`src/sbq_pkg.sv`:
```
// ============================================================================
// sbq_pkg: shared constants for the steering button qualifier
// Button codes, configuration register indexes and stream field widths.
// ============================================================================
package sbq_pkg;

    // Button codes (codes five to seven are legal but drive nothing)
    localparam int unsigned CODE_W = 3;
    localparam logic [CODE_W-1:0] CODE_NONE    = 3'd0;
    localparam logic [CODE_W-1:0] CODE_UPSET   = 3'd1;
    localparam logic [CODE_W-1:0] CODE_DOWNRES = 3'd2;
    localparam logic [CODE_W-1:0] CODE_CANCEL  = 3'd3;
    localparam logic [CODE_W-1:0] CODE_MAIN    = 3'd4;

    // Configuration port
    localparam int unsigned CFG_INDEX_W = 2;
    localparam int unsigned CFG_DATA_W  = 16;
    localparam logic [CFG_INDEX_W-1:0] CFG_DEBOUNCE_MS  = 2'd0;
    localparam logic [CFG_INDEX_W-1:0] CFG_MAIN_HOLD_MS = 2'd1;
    localparam logic [CFG_DATA_W-1:0]  DEBOUNCE_RESET   = 16'd60;
    localparam logic [CFG_DATA_W-1:0]  MAIN_HOLD_RESET  = 16'd1000;

    // Stream payload widths
    localparam int unsigned STAMP_W  = 32;
    localparam int unsigned IN_DW    = 40;   // 3 + 1 + 32 bits, padded to bytes
    localparam int unsigned OUT_DW   = 8;    // 3 + 4 bits, padded to a byte

endpackage : sbq_pkg

```
`src/steering_button_qualifier_top.sv`:
```
// ============================================================================
// steering_button_qualifier_top: debounced steering button with one-shot main
// Debounces a sampled button code with wrap-safe millisecond compares and
// drives momentary and one-shot outputs, cleared while the brake is active.
// ============================================================================
// Usage:
//   Input beats on s_axis_* carry one sample each: button code, brake level
//   and a millisecond time stamp. Every accepted beat yields exactly one
//   output beat on m_axis_* with the debounced code and the output levels.
//   An accepted beat is loaded into the input register, then moves through
//   the qualifier logic into the output register once that register has
//   room. Throughput is one beat per cycle while the receiver does not
//   stall; the rate is set by the state update between the two registers.
//   When the receiver stalls, the output register holds its beat and the
//   input register takes one more beat, after which s_axis_tready drops.
//   Configuration writes (cfg_we, cfg_index, cfg_data) take effect at the
//   clock edge; index 0 is debounce_ms, index 1 is main_hold_ms, others are
//   ignored. Write only while no beat is in flight.
//   Reset clears all qualifier state and the valid flags of both pipeline
//   registers, and loads debounce_ms = 60 and main_hold_ms = 1000.
// ============================================================================
module steering_button_qualifier_top #(
    parameter int unsigned TIME_WIDTH = 32
) (
    input  logic                            clk,
    input  logic                            rst_n,
    // Input stream
    input  logic                            s_axis_tvalid,
    output logic                            s_axis_tready,
    // tdata: [2:0] button_code, [3] brake_active, [35:4] now_ms, [39:36] zero
    input  logic [sbq_pkg::IN_DW-1:0]       s_axis_tdata,
    // Output stream
    output logic                            m_axis_tvalid,
    input  logic                            m_axis_tready,
    // tdata: [2:0] stable_button, [3] up_set_out, [4] down_res_out,
    //        [5] cancel_out, [6] main_out, [7] zero
    output logic [sbq_pkg::OUT_DW-1:0]      m_axis_tdata,
    // Configuration write port
    input  logic                            cfg_we,
    input  logic [sbq_pkg::CFG_INDEX_W-1:0] cfg_index,
    input  logic [sbq_pkg::CFG_DATA_W-1:0]  cfg_data
);
    import sbq_pkg::*;

    localparam int unsigned TW = TIME_WIDTH;

    // Configuration registers
    logic [CFG_DATA_W-1:0] debounce_reg;
    logic [CFG_DATA_W-1:0] hold_reg;

    // Input register
    logic              in_valid_reg;
    logic [CODE_W-1:0] in_code_reg;
    logic              in_brake_reg;
    logic [STAMP_W-1:0] in_stamp_reg;

    // Qualifier state
    logic [CODE_W-1:0] cand_code_reg,  cand_code_next;
    logic [CODE_W-1:0] stable_reg,     stable_next;
    logic [TW-1:0]     cand_start_reg, cand_start_next;
    logic              up_next;
    logic              down_next;
    logic              cancel_next;
    logic              was_down_reg,   was_down_next;
    logic              pulse_reg,      pulse_next;
    logic [TW-1:0]     pulse_end_reg,  pulse_end_next;

    // Output register
    logic              out_valid_reg;
    logic [OUT_DW-1:0] out_data_reg;

    // Datapath helpers
    logic              advance;
    logic [TW+STAMP_W-1:0]  stamp_wide;
    logic [TW+CFG_DATA_W-1:0] deb_wide;
    logic [TW+CFG_DATA_W-1:0] hold_wide;
    logic [TW-1:0]     now_t;
    logic [TW-1:0]     deb_t;
    logic [TW-1:0]     hold_t;
    logic [TW-1:0]     deb_diff;
    logic [TW-1:0]     pulse_diff;
    logic              main_down;
    logic              pulse_start;
    logic              pulse_on;

    // Handshake: the item moves from input to output register when there is room
    assign advance       = in_valid_reg && (!out_valid_reg || m_axis_tready);
    assign s_axis_tready = !in_valid_reg || advance;
    assign m_axis_tvalid = out_valid_reg;
    assign m_axis_tdata  = out_data_reg;

    // Fit the time stamp and the millisecond settings to the time width
    assign stamp_wide = {{TW{1'b0}}, in_stamp_reg};
    assign deb_wide   = {{TW{1'b0}}, debounce_reg};
    assign hold_wide  = {{TW{1'b0}}, hold_reg};
    assign now_t      = stamp_wide[TW-1:0];
    assign deb_t      = deb_wide[TW-1:0];
    assign hold_t     = hold_wide[TW-1:0];

    // Debounce: a new code restarts the candidate, a held one becomes stable
    assign deb_diff = now_t - (cand_start_reg + deb_t);

    always_comb
    begin
        cand_code_next  = cand_code_reg;
        cand_start_next = cand_start_reg;
        stable_next     = stable_reg;
        if (in_code_reg != cand_code_reg)
        begin
            cand_code_next  = in_code_reg;
            cand_start_next = now_t;
        end
        else if ((stable_reg != cand_code_reg) && !deb_diff[TW-1])
        begin
            stable_next = cand_code_reg;
        end
    end

    // Output levels and main one-shot
    assign main_down      = (stable_next == CODE_MAIN);
    assign pulse_start    = main_down && !was_down_reg && !pulse_reg;
    assign pulse_end_next = (pulse_start && !in_brake_reg) ? (now_t + hold_t)
                                                           : pulse_end_reg;
    assign pulse_on       = pulse_reg || pulse_start;
    assign pulse_diff     = now_t - pulse_end_next;

    always_comb
    begin
        if (in_brake_reg)
        begin
            up_next       = 1'b0;
            down_next     = 1'b0;
            cancel_next   = 1'b0;
            was_down_next = 1'b0;
            pulse_next    = 1'b0;
        end
        else
        begin
            up_next       = (stable_next == CODE_UPSET);
            down_next     = (stable_next == CODE_DOWNRES);
            cancel_next   = (stable_next == CODE_CANCEL);
            was_down_next = main_down;
            // a pulse ends once now reaches its end mark, possibly in the same beat
            pulse_next    = pulse_on && pulse_diff[TW-1];
        end
    end

    // Configuration registers
    always_ff @(posedge clk or negedge rst_n)
    begin
        if (!rst_n)
        begin
            debounce_reg <= DEBOUNCE_RESET;
            hold_reg     <= MAIN_HOLD_RESET;
        end
        else if (cfg_we)
        begin
            case (cfg_index)
                CFG_DEBOUNCE_MS:  debounce_reg <= cfg_data;
                CFG_MAIN_HOLD_MS: hold_reg     <= cfg_data;
                default:          ;
            endcase
        end
    end

    // Input register valid
    always_ff @(posedge clk or negedge rst_n)
    begin
        if (!rst_n)
            in_valid_reg <= 1'b0;
        else if (s_axis_tready)
            in_valid_reg <= s_axis_tvalid;
    end

    // Input register payload
    always_ff @(posedge clk)
    begin
        if (s_axis_tvalid && s_axis_tready)
        begin
            in_code_reg  <= s_axis_tdata[CODE_W-1:0];
            in_brake_reg <= s_axis_tdata[CODE_W];
            in_stamp_reg <= s_axis_tdata[CODE_W+STAMP_W:CODE_W+1];
        end
    end

    // Qualifier state, committed once per beat
    always_ff @(posedge clk or negedge rst_n)
    begin
        if (!rst_n)
        begin
            cand_code_reg  <= CODE_NONE;
            stable_reg     <= CODE_NONE;
            cand_start_reg <= '0;
            was_down_reg   <= 1'b0;
            pulse_reg      <= 1'b0;
            pulse_end_reg  <= '0;
        end
        else if (advance)
        begin
            cand_code_reg  <= cand_code_next;
            stable_reg     <= stable_next;
            cand_start_reg <= cand_start_next;
            was_down_reg   <= was_down_next;
            pulse_reg      <= pulse_next;
            pulse_end_reg  <= pulse_end_next;
        end
    end

    // Output register valid
    always_ff @(posedge clk or negedge rst_n)
    begin
        if (!rst_n)
            out_valid_reg <= 1'b0;
        else if (!out_valid_reg || m_axis_tready)
            out_valid_reg <= advance;
    end

    // Output register payload; the momentary levels live only in this beat
    always_ff @(posedge clk)
    begin
        if (advance)
            out_data_reg <= {1'b0, pulse_next, cancel_next, down_next, up_next,
                             stable_next};
    end

endmodule : steering_button_qualifier_top
```
`config.mk`:
```
export PLATFORM = sky130hd
export DESIGN_NAME = steering_button_qualifier_top
export DESIGN_NICKNAME = d
export VERILOG_FILES = /design/src/sbq_pkg.sv /design/src/steering_button_qualifier_top.sv
export SDC_FILE = /design/constraint.sdc
export NUM_CORES = 1
export LEC_CHECK = 0
export BUFFER_PORTS_ARGS = -buffer_cell sky130_fd_sc_hd__buf_2
export CAP_MARGIN = 30
export CELL_PAD_IN_SITES_DETAIL_PLACEMENT = 0
export CELL_PAD_IN_SITES_GLOBAL_PLACEMENT = 1
export CORE_MARGIN = 5
export CORE_UTILIZATION = 48
export CTS_CLUSTER_SIZE = 24
export DETAILED_ROUTE_END_ITERATION = 10
export GPL_ROUTABILITY_DRIVEN = 0
export HOLD_SLACK_MARGIN = 0.06
export PLACE_DENSITY_LB_ADDON = 0.1
export SETUP_SLACK_MARGIN = 0.5
export SYNTH_ARGS = -nofsm -noshare
export SYNTH_HDL_FRONTEND = slang
export SYNTH_SLANG_ARGS = --single-unit
```
`constraint.sdc`:
```
create_clock -name clk -period 7.2 [get_ports clk]
set_input_delay 0.36 -clock clk [delete_from_list [all_inputs] [get_ports clk]]
set_output_delay 0.36 -clock clk [all_outputs]
set_load 0.05 [all_outputs]
```
Word-level counts from Yosys, hierarchy flattened
Index checks and enable logic that the tools add are counted.
{"block": "totals", "regBits": 149, "inputBits": 63, "out_inout_bits": 10, "word_cells": 51}
{"block": "op_classes", "add_sub_neg": 4, "n_eq_ne": 7, "muxes": 5, "n_reduce_logical": 20}
{"op": "32-bit by 16-bit adder with 32-bit output", "count": 2}
{"op": "32-bit subtractor", "count": 2}
{"op": "32-bit 2-to-1 mux", "count": 1}
{"op": "1-bit logical AND", "count": 7}
{"op": "3-bit by 2-bit equality test with 1-bit output, second input constant", "count": 2}
{"op": "1-bit zero test", "count": 6}
{"op": "3-bit 2-to-1 mux", "count": 2}
{"op": "3-bit inequality test", "count": 2}
{"op": "2-bit AND reduction", "count": 3}
{"op": "3-bit by 1-bit equality test with 1-bit output, second input constant", "count": 1}
{"op": "3-bit equality test, second input constant", "count": 1}
{"op": "1-bit logical OR", "count": 3}
{"op": "2-bit by 1-bit equality test with 1-bit output, second input constant", "count": 1}
{"op": "2-bit zero test", "count": 1}
{"op": "1-bit 2-to-1 mux", "count": 2}

Depth between registers and ports, before layout
{"block": "depth", "word_depth": 14, "depth_mapped": 26, "ltp_nobuf": 25}

Worst setup path after synthesis
Ideal clock, no wire load.
{"block": "synth_path", "kind": "register to register", "start": "reg debounce_reg[4]", "end": "reg pulse_reg", "setup_ps": 112, "t_arrival_ps": 5285, "slack_ps": 1803, "path_stages_with_launch": 26, "n_path_buf": 2, "period_less_slack_ps": 5397, "path_cell_list": "dfstp_2 -> inv_1 -> fa_1 -> ha_1 -> a21o_1 -> a211o_1 -> o21ai_0 -> a211o_1 -> a21oi_1 -> nor4_2 -> o21a_1 -> buf_6 -> buf_2 -> mux2i_1 -> ha_1 -> a21o_1 -> a21o_1 -> a21o_1 -> a2111oi_0 -> o211ai_1 -> nand2_1 -> nand2_1 -> o32ai_4 -> a21oi_2 -> nor3b_2 -> a2111oi_2"}
{"block": "synth_via", "elab_chain_len": 14}
{"item": "start, declared", "line_no": "steering_button_qualifier_top.sv:48", "text": "logic [CFG_DATA_W-1:0] debounce_reg;"}
{"item": "start signal, assigned", "line_no": "steering_button_qualifier_top.sv:159", "text": "CFG_DEBOUNCE_MS: debounce_reg <= cfg_data;"}
{"item": "32-bit by 16-bit adder with 32-bit output *", "line_no": "steering_button_qualifier_top.sv:101", "text": "assign deb_diff = now_t - (cand_start_reg + deb_t);"}
{"item": "32-bit subtractor *", "line_no": "steering_button_qualifier_top.sv:101"}
{"item": "1-bit zero test *", "line_no": "steering_button_qualifier_top.sv:113", "text": "else if ((stable_reg != cand_code_reg) && !deb_diff[TW-1])"}
{"item": "1-bit logical AND *", "line_no": "steering_button_qualifier_top.sv:113"}
{"item": "3-bit 2-to-1 mux *", "line_no": "steering_button_qualifier_top.sv:113"}
{"item": "3-bit 2-to-1 mux *", "line_no": "steering_button_qualifier_top.sv:108", "text": "if (in_code_reg != cand_code_reg)"}
{"item": "3-bit equality test *", "line_no": "steering_button_qualifier_top.sv:120", "text": "assign main_down = (stable_next == CODE_MAIN);"}
{"item": "1-bit logical AND * (2 in a row)", "line_no": "steering_button_qualifier_top.sv:121", "text": "assign pulse_start = main_down && !was_down_reg && !pulse_reg;"}
{"item": "1-bit logical AND", "line_no": "steering_button_qualifier_top.sv:122", "text": "assign pulse_end_next = (pulse_start && !in_brake_reg) ? (now_t + hold_t)"}
{"item": "32-bit 2-to-1 mux", "line_no": "steering_button_qualifier_top.sv:122"}
{"item": "32-bit subtractor", "line_no": "steering_button_qualifier_top.sv:125", "text": "assign pulse_diff = now_t - pulse_end_next;"}
{"item": "1-bit logical AND *", "line_no": "steering_button_qualifier_top.sv:144", "text": "pulse_next = pulse_on && pulse_diff[TW-1];"}
{"item": "1-bit 2-to-1 mux *", "line_no": "steering_button_qualifier_top.sv:129", "text": "if (in_brake_reg)"}
{"item": "end signal, assigned", "line_no": "steering_button_qualifier_top.sv:204", "text": "pulse_reg <= pulse_next;"}
{"item": "end, declared", "line_no": "steering_button_qualifier_top.sv:65", "text": "logic pulse_reg, pulse_next;"}
Every way passes the cells marked *; elsewhere a longest branch is shown, timed or not.
A chain may end at the register's enable or synchronous reset.

Final worst setup path
{"block": "layout_path", "start": "reg in_stamp_reg[29]", "end": "reg pulse_reg"}
{"block": "layout_via", "elab_chain_len": 13}
{"item": "start, declared", "line_no": "steering_button_qualifier_top.sv:55", "text": "logic [STAMP_W-1:0] in_stamp_reg;"}
{"item": "start signal, assigned", "line_no": "steering_button_qualifier_top.sv:182", "text": "in_stamp_reg <= s_axis_tdata[CODE_W+STAMP_W:CODE_W+1];"}
{"item": "32-bit subtractor", "line_no": "steering_button_qualifier_top.sv:101"}
{"item": "1-bit zero test", "line_no": "steering_button_qualifier_top.sv:113"}
{"item": "1-bit logical AND", "line_no": "steering_button_qualifier_top.sv:113"}
{"item": "3-bit 2-to-1 mux", "line_no": "steering_button_qualifier_top.sv:113"}
{"item": "3-bit 2-to-1 mux", "line_no": "steering_button_qualifier_top.sv:108"}
{"item": "3-bit equality test", "line_no": "steering_button_qualifier_top.sv:120"}
{"item": "1-bit logical AND (2 in a row)", "line_no": "steering_button_qualifier_top.sv:121"}
{"item": "1-bit logical AND", "line_no": "steering_button_qualifier_top.sv:122"}
{"item": "32-bit 2-to-1 mux", "line_no": "steering_button_qualifier_top.sv:122"}
{"item": "32-bit subtractor", "line_no": "steering_button_qualifier_top.sv:125"}
{"item": "1-bit logical AND *", "line_no": "steering_button_qualifier_top.sv:144"}
{"item": "1-bit 2-to-1 mux *", "line_no": "steering_button_qualifier_top.sv:129"}
Marked as above.

==> out/summary.txt <==
outcome -> finished clean
PwrDens -> 332 nW/um^2
combinational fraction of design power -> 0.366
CTS max path bufs -> 2
CTS tree -> yes
register area share after synthesis -> 0.451
DRT iter0 DRCs -> 269
worst slew pin tran -> 0.917 ns
Via density -> 5.30
Critical Path RT -> 7.51 ns
layout cell share with drive strength beyond 1 -> 0.194
FMAX -> 162 MHz
clk_lat worst skew -> 0.43 ns
layout filler cell count -> 1589
crit path kind -> reg -> reg
Seq pwr share -> 0.359
clk sink count -> 149
Seq cells post-synth -> 149
I/O Pins -> 73
DRT antenna net count -> 0
die height -> 145 um
post-synth cell types -> 59
post-route DRC violation count -> 0
root buffer cell -> clkbuf_16
clock slew seen by the registers of the worst setup and hold paths -> 0.06 ns
CP endpoint kind -> flip-flop
DPL Wire Length -> 13600 um
sw power -> 0.00115 W
clock share of power -> 0.276
setup violators final -> 0
Layout Skew -> 0.0142 ns
Area Overhead vs Synth -> 14.5%
die span in x -> 145 um
port buffer count -> 67
Critical Path Start Type -> flip-flop
Final Max Tran Viols -> 0
first-pass GRT wire length -> 31200 um
number of max-cap violations -> 0
critical-path cell with the highest stage delay -> or4_1
Mean Syn Cell Area -> 10.7 um^2
Cells after Synth -> 819
via count -> 6029
Internal Power -> 0.00219 W
delay-heaviest family, CP -> compound AO/OA/AOI/OAI gates
die area -> 21100 um^2
Hold WS -> 0.0959 ns
crit path max fanout -> 14
syn_nets -> 990
initial antenna violation count -> 0
Peak supply drop -> 225 uV
WL final -> 18300 um
initial core utilization -> 0.488
Synth Warn # -> 0
Final min period -> 6.16 ns
CP max stage delay -> 0.64 ns
pin count of the biggest net entering global routing -> 68
Final Core Density -> 0.559
Wirelength per Cell -> 16.1 um
Leak -> 4.61 nW
sw frac -> 0.344
Worst slew margin -> 0.389
num rows -> 49
antenna diode count -> 0
GRT Overall Usage -> 0.181
Final period util -> 0.855
drt first pass iters -> 4
Core ar. -> 18000 um^2
critical path's most frequent cell -> ha_1
placed cell area -> 9370 um^2
Async SR Flop Fraction -> 0.711
clock buffer count from CTS -> 17
Worst Path Arrival -> 6.47 ns
remaining global-route overflow -> 0
unrepaired setup endpoints after global routing -> no
Hold WC Path Type -> in -> reg
nets -> 1066
H-tree depth -> 4
TNS Setup -> 0 ns
critical path buffer and inverter count -> 3
post-CTS setup buffer count -> 0
top_reg_cell synth -> dfrtp_1
CP cell instances -> inv_1 > ha_1 > inv_1 > ha_1 > nand4_2 > or4_1 > a211o_1 > and3_4 > nor4_4 > o21a_1 > buf_4 > mux2i_1 > ha_1 > a21o_1 > a2111oi_1 > o211ai_1 > nand2_1 > nand2_1 > o32ai_4 > a21oi_2 > nor3b_2 > a2111oi_2
Tot Pwr -> 0.00334 W
number of flops mapped to enable cells by yosys -> 43
Design Area, Final -> 10000 um^2
synthesized area -> 8770 um^2
number of global-route vias before repair -> 6368
Final Hold Violating Endpoints -> 0
==> synthesized netlist by cell type, types with 3 or more instances <==
cell / number / share of area
dfrtp_1: 96 / 0.27
ha_1: 93 / 0.13
inv_1: 90 / 0.039
nand2_1: 87 / 0.037
o21ai_0: 63 / 0.036
a21oi_1: 49 / 0.028
mux2_2: 46 / 0.059
edfxtp_1: 43 / 0.15
nor2_1: 27 / 0.012
xnor2_1: 27 / 0.027
a21o_1: 23 / 0.020
mux2i_1: 19 / 0.022
fa_1: 15 / 0.034
nor3_1: 15 / 0.0086
clkbuf_1: 14 / 0.0060
nand4_1: 11 / 0.0079
dfstp_2: 10 / 0.030
xor2_1: 9 / 0.0090
nand2b_1: 6 / 0.0043
nand3_1: 6 / 0.0034
nor4_1: 6 / 0.0043
a211o_1: 5 / 0.0050
buf_2: 4 / 0.0023
a2111oi_0: 3 / 0.0030
nor3b_1: 3 / 0.0026
o21a_1: 3 / 0.0026
o31ai_1: 3 / 0.0026
or3_1: 3 / 0.0021
==> per-layer routing <==
| layer | wire (um) | vias to the layer above | GRT usage | part of all wire |
|---|---|---|---|---|
| met5 | 0 | - | 0 | 0 |
| met4 | 320 | 0 | 0.0681 | 0.018 |
| met3 | 605 | 26 | 0.0377 | 0.033 |
| met2 | 8890 | 90 | 0.299 | 0.49 |
| met1 | 8470 | 2899 | 0.235 | 0.46 |
| li1 | - | 3014 | - | - |
==> power by group through the flow <==
| stage | registers, W | clock network [W] | logic [W] |
|---|---|---|---|
| after detailed placement | 0.00121 | 0 | 0.00121 |
| final | 0.00120 | 0.000919 | 0.00122 |
| after global placement | 0.00120 | 0 | 0.00117 |
| after global routing | 0.00122 | 0.000974 | 0.00141 |
| after floorplan | 0.00121 | 0 | 0.000910 |
| after CTS | 0.00120 | 0.000941 | 0.00122 |
==> worst paths after layout <==
kind,start,end,slack (ns),cells past startpoint
max,in_stamp_reg[29],pulse_reg,1.04,22
max in group asynchronous,rst_n,pulse_end_reg[22],5.40,3
max reg2reg,in_stamp_reg[29],pulse_reg,1.04,22
min,s_axis_tdata[10],in_stamp_reg[6],0.1,1
min reg2reg,in_valid_reg,m_axis_tvalid,0.48,1
min in group asynchronous,rst_n,cand_start_reg[2],0.46,2
==> cells by family after synthesis <==
kind of cell | after synthesis | share of synthesized area
AND/OR/NAND/NOR | 183 | 0.0996
AO/OA/AOI/OAI | 166 | 0.115
multiplexers | 65 | 0.0808
flip-flops | 149 | 0.451
buffers and inverters | 111 | 0.0494
adder cells (fa/ha/maj) | 108 | 0.167
XOR/XNOR | 36 | 0.0360
other | 1 | 0.000428
==> stage by stage <==
stage,cells,worst slack [ns]
global route,1137,0.590
global placement,1103,0.984
CTS,1136,0.848
finish,1137,1.04
floorplan,819,1.80
detailed placement,1103,0.882
==> worst register-to-register path: cells and delay by family, from the launching register on <==
family,cells,cell delay (ns)
muxes,1,0.23
DFF,1,0.45
adders and majority gates,3,0.89
buffers and inverters,3,0.51
and+or+nand+nor,7,1.81
AOI/OAI and AO/OA,8,2.18
==> cells in the final DEF, fill, tap and decap left out, drive strengths merged, types with 15 or more instances in the layout <==
cell type / instances
buf: 76
a21oi: 50
nor2: 27
nand2: 87
mux2: 46
ha: 93
o21ai: 65
mux2i: 19
fa: 15
clkbuf: 25
inv: 90
edfxtp: 43
dfrtp: 96
nor3: 15
xnor2: 27
a21o: 23
==> repair_timing <==
item                                    4_1_cts  5_1_grt
hold buffers                                  1        0
endpoints found under the hold margin        29        0
resized for setup                             0        4
endpoints found under the setup margin        0        1
==> area by class of cell <==
class                           count  area, um^2  area share
Inverter                           91         342      0.0340
Multi-Input combinational cell    559        4410       0.439
Clock buffer                       25         517      0.0515
Tap cell                          229         287      0.0285
Timing Repair Buffer               77         435      0.0434
Sequential cell                   149        3960       0.394
Clock inverter                      7        92.6     0.00922
Power figures use the tool's default switching activity.
